===== config.mk =====
export PLATFORM = sky130hd
export DESIGN_NAME = dkm_cell
export DESIGN_NICKNAME = d
export VERILOG_FILES = /design/src/rtl/dkm_pkg.sv /design/src/rtl/dkm_cell.sv
export SDC_FILE = /design/constraint.sdc
export NUM_CORES = 2
export LEC_CHECK = 0
export BUFFER_PORTS_ARGS = -buffer_cell sky130_fd_sc_hd__buf_4
export CAP_MARGIN = 20
export CORE_ASPECT_RATIO = 1.4
export CORE_MARGIN = 3
export CORE_UTILIZATION = 50
export CTS_CLUSTER_DIAMETER = 200
export DETAILED_ROUTE_END_ITERATION = 8
export HOLD_SLACK_MARGIN = 0.1
export MAX_ROUTING_LAYER = met4
export PLACE_DENSITY_LB_ADDON = 0.15
export SLEW_MARGIN = 10
export SYNTH_ARGS = -nofsm -noshare
export SYNTH_HDL_FRONTEND = slang
export SYNTH_SLANG_ARGS = --single-unit

===== constraint.sdc =====
create_clock -name clk_i -period 6.09 [get_ports clk_i]
set_input_delay 0.3045 -clock clk_i [delete_from_list [all_inputs] [get_ports clk_i]]
set_output_delay 0.3045 -clock clk_i [all_outputs]
set_load 0.1 [all_outputs]

===== src/rtl/dkm_pkg.sv =====
// package for the dna k-modes clustering block: constants, types, majority vote
`timescale 1ns / 1ps
package dkm_pkg;

  localparam int StrandLen = 10;
  localparam int CodeW     = 3 * StrandLen;
  localparam int DistW     = 4;
  localparam int TallyMaxW = 17;

  localparam logic [1:0] ActLoadStrand   = 2'd0;
  localparam logic [1:0] ActLoadCentroid = 2'd1;
  localparam logic [1:0] ActRun          = 2'd2;
  localparam logic [1:0] ActNone         = 2'd3;

  localparam logic [1:0] CfgPointCount   = 2'd0;
  localparam logic [1:0] CfgClusterCount = 2'd1;
  localparam logic [1:0] CfgPassCount    = 2'd2;

  localparam logic [2:0] BaseA = 3'd0;
  localparam logic [2:0] BaseC = 3'd1;
  localparam logic [2:0] BaseG = 3'd2;
  localparam logic [2:0] BaseT = 3'd3;

  typedef enum logic [2:0] {
    ST_IDLE,
    ST_ASSIGN,
    ST_TALLY,
    ST_UPDATE,
    ST_EMIT
  } dkm_state_e;

  // data handed from cell to cell
  typedef struct packed {
    logic             valid;
    logic [CodeW-1:0] code;
    logic [DistW-1:0] best;
  } dkm_flit_t;

  // controls broadcast by the sequencer
  typedef struct packed {
    logic             load;
    logic             tally_mode;
    logic             update;
    logic [9:0]       slot;
    logic [CodeW-1:0] code;
  } dkm_ctl_t;

  // g only if strictly greatest, then a, then c, then t
  function automatic logic [2:0] majority(input logic [TallyMaxW-1:0] a,
                                          input logic [TallyMaxW-1:0] c,
                                          input logic [TallyMaxW-1:0] g,
                                          input logic [TallyMaxW-1:0] t);
    logic [2:0] r;
    if (g > c && g > a && g > t) r = BaseG;
    else if (a >= c && a >= g && a >= t) r = BaseA;
    else if (c >= a && c >= g && c >= t) r = BaseC;
    else r = BaseT;
    return r;
  endfunction

endpackage


===== src/rtl/dkm_cell.sv =====
// one cluster cell: holds a centroid and its base tallies, passes strands on
`timescale 1ns / 1ps
module dkm_cell
  import dkm_pkg::*;
#(
  parameter int IdxW = 10,
  parameter int KW   = 4,
  parameter int CW   = 11
) (
  input  logic             clk_i,
  input  logic             rst_ni,
  input  logic [KW-1:0]    cell_id_i,
  input  logic             active_i,
  input  dkm_ctl_t         ctl_i,
  input  dkm_flit_t        flit_i,
  input  logic [IdxW-1:0]  idx_i,
  input  logic [KW-1:0]    pick_i,
  output dkm_flit_t        flit_o,
  output logic [IdxW-1:0]  idx_o,
  output logic [KW-1:0]    pick_o,
  output logic [CodeW-1:0] centroid_o
);

  logic [CodeW-1:0] cent_q;
  logic [CW-1:0]    tally_q [StrandLen][4];
  logic             valid_q;
  logic [CodeW-1:0] code_q;
  logic [DistW-1:0] best_q;
  logic [IdxW-1:0]  idx_q;
  logic [KW-1:0]    pick_q;
  logic [DistW-1:0] mism;
  logic [CodeW-1:0] new_cent;
  logic             hit;

  always_comb begin
    mism = '0;
    for (int p = 0; p < StrandLen; p++) begin
      if (flit_i.code[3*p +: 3] != cent_q[3*p +: 3]) mism = mism + DistW'(1);
    end
    for (int p = 0; p < StrandLen; p++) begin
      new_cent[3*p +: 3] = majority(TallyMaxW'(tally_q[p][0]), TallyMaxW'(tally_q[p][1]),
                                    TallyMaxW'(tally_q[p][2]), TallyMaxW'(tally_q[p][3]));
    end
    hit = flit_i.valid && active_i && (mism < flit_i.best);
  end

  always_ff @(posedge clk_i or negedge rst_ni) begin
    if (!rst_ni) begin
      valid_q <= 1'b0;
      for (int p = 0; p < StrandLen; p++) begin
        for (int b = 0; b < 4; b++) tally_q[p][b] <= '0;
      end
    end else begin
      valid_q <= flit_i.valid;
      if (ctl_i.update) begin
        for (int p = 0; p < StrandLen; p++) begin
          for (int b = 0; b < 4; b++) tally_q[p][b] <= '0;
        end
      end else if (ctl_i.tally_mode && flit_i.valid && pick_i == cell_id_i) begin
        for (int p = 0; p < StrandLen; p++) begin
          if (!flit_i.code[3*p+2]) begin
            tally_q[p][flit_i.code[3*p +: 2]] <= tally_q[p][flit_i.code[3*p +: 2]] + CW'(1);
          end
        end
      end
    end
  end

  always_ff @(posedge clk_i) begin
    code_q <= flit_i.code;
    idx_q  <= idx_i;
    if (!ctl_i.tally_mode && hit) begin
      best_q <= mism;
      pick_q <= cell_id_i;
    end else begin
      best_q <= flit_i.best;
      pick_q <= pick_i;
    end
    if (ctl_i.load && ctl_i.slot == 10'(cell_id_i)) cent_q <= ctl_i.code;
    else if (ctl_i.update && active_i) cent_q <= new_cent;
  end

  assign flit_o.valid = valid_q;
  assign flit_o.code  = code_q;
  assign flit_o.best  = best_q;
  assign idx_o        = idx_q;
  assign pick_o       = pick_q;
  assign centroid_o   = cent_q;

endmodule


==> results by group <==
STA
  • Slew at the pin closest to its max-slew limit: about 1.1 ns
  • Final slew viol count: 0
  • Highest achievable clock rate: around 0.15 GHz
  • Part of the cycle the worst path needs: 1.061
  • Slew headroom: 0.2433
  • Setup repair after global routing missed its margin: yes
  • Period minus WS final: 6.459 ns
  • Number of setup violations in the final report: 8
  • Post-route clock skew: between 0.02 and 0.03 ns
  • Hold violation total from the final report: 0
  • Smallest setup slack after layout: -0.3686 ns

Setup path
  • CP dominant cell by count: sky130_fd_sc_hd__mux2_4
  • Worst setup path startpoint: centroid_o[1]
  • Critical path endpoint category: flop
  • WS Path Type: reg -> reg
  • Reg2Reg Depth: 30
  • Startpoint class of the critical path: flop
  • Slowest-stage cell, CP: sky130_fd_sc_hd__or4bb_4
  • Arrival time of data at the critical path endpoint: about 7 ns
  • Launching point of the worst reg2reg path: centroid_o[1]
  • Maximum fanout encountered on the critical timing path: 5
  • Slowest Stage Delay on Critical Path: ~0.52 ns
  • Worst Path Required: around 6.6 ns

Synth
  • Cells after synthesis: between 4k and 5k
  • Area share of and/or/nand/nor cells after synthesis: 0.1303
  • Count of cell types in the netlist: 68
  • Dominant synthesized flop cell: sky130_fd_sc_hd__dfrtp_1
  • Fraction of the mapped netlist area in adder cells: 0.2126
  • Post-synthesis sequential area ratio: 0.3213
  • Net count of the mapped netlist: about 4.9k
  • YS warnings: 0
  • Asr flop ratio synth: 0.8497
  • Number of synthesized flops with an enable pin: 30
  • Xor/xnor cell area share of the yosys netlist: 0.03481
  • Multiplexer fraction of the synthesized cell area: 0.09390
  • Compound-cell area share of the yosys netlist: 0.1577
  • Largest family of logic cells by synthesized area: adder cells
  • Total of flip-flops plus latches after synthesis: 519
  • Area of the mapped netlist: roughly 0.04 mm^2
  • Mean instance size in the synthesized netlist: 9.688 um^2

Place
  • Detailed-placement wirelength estimate: approximately 85 mm
  • Number of placed cells counting well taps: 5,314
  • Number of port buffers: 177
  • GP Congestion: 0.9384

Floorplanning
  • Number of placed I/O pins: between 150 and 200
  • Placeable core region: 0.07938 mm^2
  • Floorplan die area: 0.08378 mm^2
  • Starting Density: 0.5058
  • Die outline height: 341.3 um
  • Cell Rows: approximately 120
  • Die Width: roughly 250 um

Route
  • # DRC: 0
  • Post-DR vias/cell: 5.816
  • Overall via count from detail_route: about 32k
  • Detailed router's first-iteration violation count: roughly 1.9k
  • Number of iterations in the first detailed-routing pass: 5
  • Final Routed Wirelength: about 110 mm
  • Post-DR wirelength/cell: roughly 20 um
  • Antenna Violating Nets Remaining: 0

Layout
  • Layout Nets: about 5.2k
  • Area growth, synth to finish: 14.88%
  • Utilization after layout: 0.5811
  • Final Non-Filler Cells: around 5.5k
  • Share of layout cells above drive strength 1: 0.1245

Clocking
  • Clk Tree Root Cell: sky130_fd_sc_hd__clkbuf_16
  • Worst-path clk slew: approximately 0.070 ns
  • CTS Buf Count: between 50 and 60
  • CTS Buffer Depth: 3
  • CTS H-Tree Depth: 2
  • Total number of clock tree sinks: roughly 520
  • Clock Latency Late Sink: 0.64 ns
  • CTS tree: yes

Global routing
  • Via count of the first global-routing pass: around 33k
  • Maximum number of pins on one net before global-route repair: approximately 150
  • Global-route wire length before repair: around 180 mm
  • Global-route total usage across every layer: 0.2772
  • Gr ovfl total: 0
  • Antenna violations before repair: 5

Outcome
  • Violated checks: negative setup slack
  • Result of the run: finished with violations

Power and ir drop
  • Pwr Density: 207.1 mW/mm^2
  • Switching share of total power: 0.2964
  • Part of the power in registers: 0.375
  • Portion of total power attributed to the clock network: 0.388
  • Combinational group share of total power: 0.237
  • Cell Int Power: between 6 and 7 mW
  • Leakage power total: 19.48 nW
  • Switching power total: about 2.8 mW
  • Maximum resistive drop on vdd: about 0.53 mV

Hold path
  • Worst min-delay path category: in -> reg
  • Worst hold path stage count: 3
  • HP Start: ctl_i[4]

Run
  • Number of max-cap violations: 0
==> worst max-delay path: cells and delay by family, from the launching register on <==
family | cells | cell delay (ns)
AOI/OAI and AO/OA | 5 | 0.60
xor gates and xnor gates | 3 | 0.53
adders and majority gates | 8 | 1.94
buffers and inverters | 3 | 0.37
DFF | 1 | 0.40
muxes | 6 | 1.52
and+or+nand+nor | 5 | 1.01
==> worst paths after layout <==
kind / slack [ns] / endpoint
min in group asynchronous: 0.21 / tally_q[342]
min: 0.1 / centroid_o[4]
max: -0.37 / pick_o[1]
max reg2reg: -0.37 / pick_o[1]
max in group asynchronous: 4.60 / tally_q[407]
min reg2reg: 0.51 / tally_q[397]
==> synthesized netlist by cell type, types with 9 or more instances <==
cell type	number	area, um^2
sky130_fd_sc_hd__a2111oi_0	17	148.9
sky130_fd_sc_hd__a211oi_1	296	2222
sky130_fd_sc_hd__a21o_1	38	285.3
sky130_fd_sc_hd__a21oi_1	107	535.5
sky130_fd_sc_hd__a31oi_1	19	118.9
sky130_fd_sc_hd__and2_1	11	68.82
sky130_fd_sc_hd__and3_1	36	225.2
sky130_fd_sc_hd__and4_1	15	131.4
sky130_fd_sc_hd__buf_1	10	37.54
sky130_fd_sc_hd__clkbuf_1	135	506.7
sky130_fd_sc_hd__dfrtp_1	441	11040
sky130_fd_sc_hd__dfxtp_1	48	960.9
sky130_fd_sc_hd__edfxtp_1	30	900.9
sky130_fd_sc_hd__ha_1	682	8533
sky130_fd_sc_hd__inv_1	358	1344
sky130_fd_sc_hd__mux2_2	13	146.4
sky130_fd_sc_hd__mux2i_1	113	1131
sky130_fd_sc_hd__mux4_2	110	2477
sky130_fd_sc_hd__nand2_1	131	491.7
sky130_fd_sc_hd__nand2b_1	41	256.5
sky130_fd_sc_hd__nand3_1	115	575.6
sky130_fd_sc_hd__nand4_1	78	488.0
sky130_fd_sc_hd__nor2_1	507	1903
sky130_fd_sc_hd__nor2b_1	70	437.9
sky130_fd_sc_hd__nor3_1	52	260.3
sky130_fd_sc_hd__nor4_1	12	75.07
sky130_fd_sc_hd__o211ai_1	14	105.1
sky130_fd_sc_hd__o21a_1	155	1164
sky130_fd_sc_hd__o21ai_0	202	1011
sky130_fd_sc_hd__o22a_1	9	78.83
sky130_fd_sc_hd__o22ai_1	13	81.33
sky130_fd_sc_hd__o31ai_1	18	135.1
sky130_fd_sc_hd__or3_1	9	56.30
sky130_fd_sc_hd__xnor2_1	93	814.5
sky130_fd_sc_hd__xor2_1	51	446.7
==> metal layers <==
layer  up-vias  global-route usage  wire length (um)
li1      15685                   -                 -
met1     15450              0.3302             46570
met2       635              0.4762             56380
met3       251             0.02979              3729
met4         0              0.1189              5452
met5         -                   -                 0
==> flip-flops by register name, indices dropped and copies added (netlist names) <==
register and flops:
pick_o 4, valid_q 1, best_q 4, code_q 30
idx_o 10, tally_q 440, centroid_o 30
==> area by class of cell <==
cell class	instances	area, um^2
fillers	6946	33250
multi-input cells	3109	25610
flip-flops and latches	519	12900
repair buffers	360	2968
clock buffers	75	1584
inverters	358	1344
well taps	1054	1319
clock inverters	28	394.1
diodes	3	7.507
==> repair_timing <==
action,CTS,global route
buffers inserted,4,1
gates resized for setup,8,12
hold buffers,81,0
setup endpoints to repair,8,8
pin swaps,12,4
hold endpoints to repair,189,0
==> placed cells by master (no fill, tap or decap), types with 78 or more instances in the layout <==
cell | Yosys | layout
sky130_fd_sc_hd__mux4_2 | 110 | 110
sky130_fd_sc_hd__nand3_1 | 115 | 114
sky130_fd_sc_hd__buf_4 | 5 | 268
sky130_fd_sc_hd__dlygate4sd3_1 | 0 | 81
sky130_fd_sc_hd__mux2i_1 | 113 | 113
sky130_fd_sc_hd__a211oi_1 | 296 | 296
sky130_fd_sc_hd__nand4_1 | 78 | 78
sky130_fd_sc_hd__inv_1 | 358 | 355
sky130_fd_sc_hd__nand2_1 | 131 | 128
sky130_fd_sc_hd__nor2_1 | 507 | 505
sky130_fd_sc_hd__ha_1 | 682 | 676
sky130_fd_sc_hd__dfrtp_1 | 441 | 441
sky130_fd_sc_hd__xnor2_1 | 93 | 90
sky130_fd_sc_hd__o21a_1 | 155 | 155
sky130_fd_sc_hd__o21ai_0 | 202 | 201
sky130_fd_sc_hd__a21oi_1 | 107 | 106
==> power groups by stage <==
stage,sequential (mW),clock (mW),combinational [mW]
after floorplan,3.97,0,1.03
after global placement,3.65,0,2.05
after detailed placement,3.64,0,2.09
after CTS,3.58,3.81,2.24
after global routing,3.58,3.92,2.44
final,3.58,3.71,2.26
==> through the flow <==
| stage | cell area (um^2) | hold slack [ns] | worst slack (ns) | total power, mW | TNS (ns) |
|---|---|---|---|---|---|
| final | 46120 | 0.09587 | -0.3686 | 9.553 | -2.879 |
| after global routing | 46120 | 0.1234 | -0.5858 | 9.951 | -4.600 |
| after CTS | 46040 | 0.1010 | -0.3958 | 9.628 | -3.092 |
| after detailed placement | 43200 | 0.2837 | -0.5805 | 5.731 | -4.536 |
| after global placement | 43180 | 0.2865 | -0.5110 | 5.703 | -3.997 |
| after floorplan | 40290 | 0.008909 | -0.8844 | 5.004 | -7.075 |
==> kinds of logic after synthesis <==
logic type	Yosys count
simple gates	1102
mux	237
fa+ha+maj	682
compound gates	937
buf+inv	516
xor+xnor	151
flops	519
No activity file was read; power rests on OpenSTA's default activity.
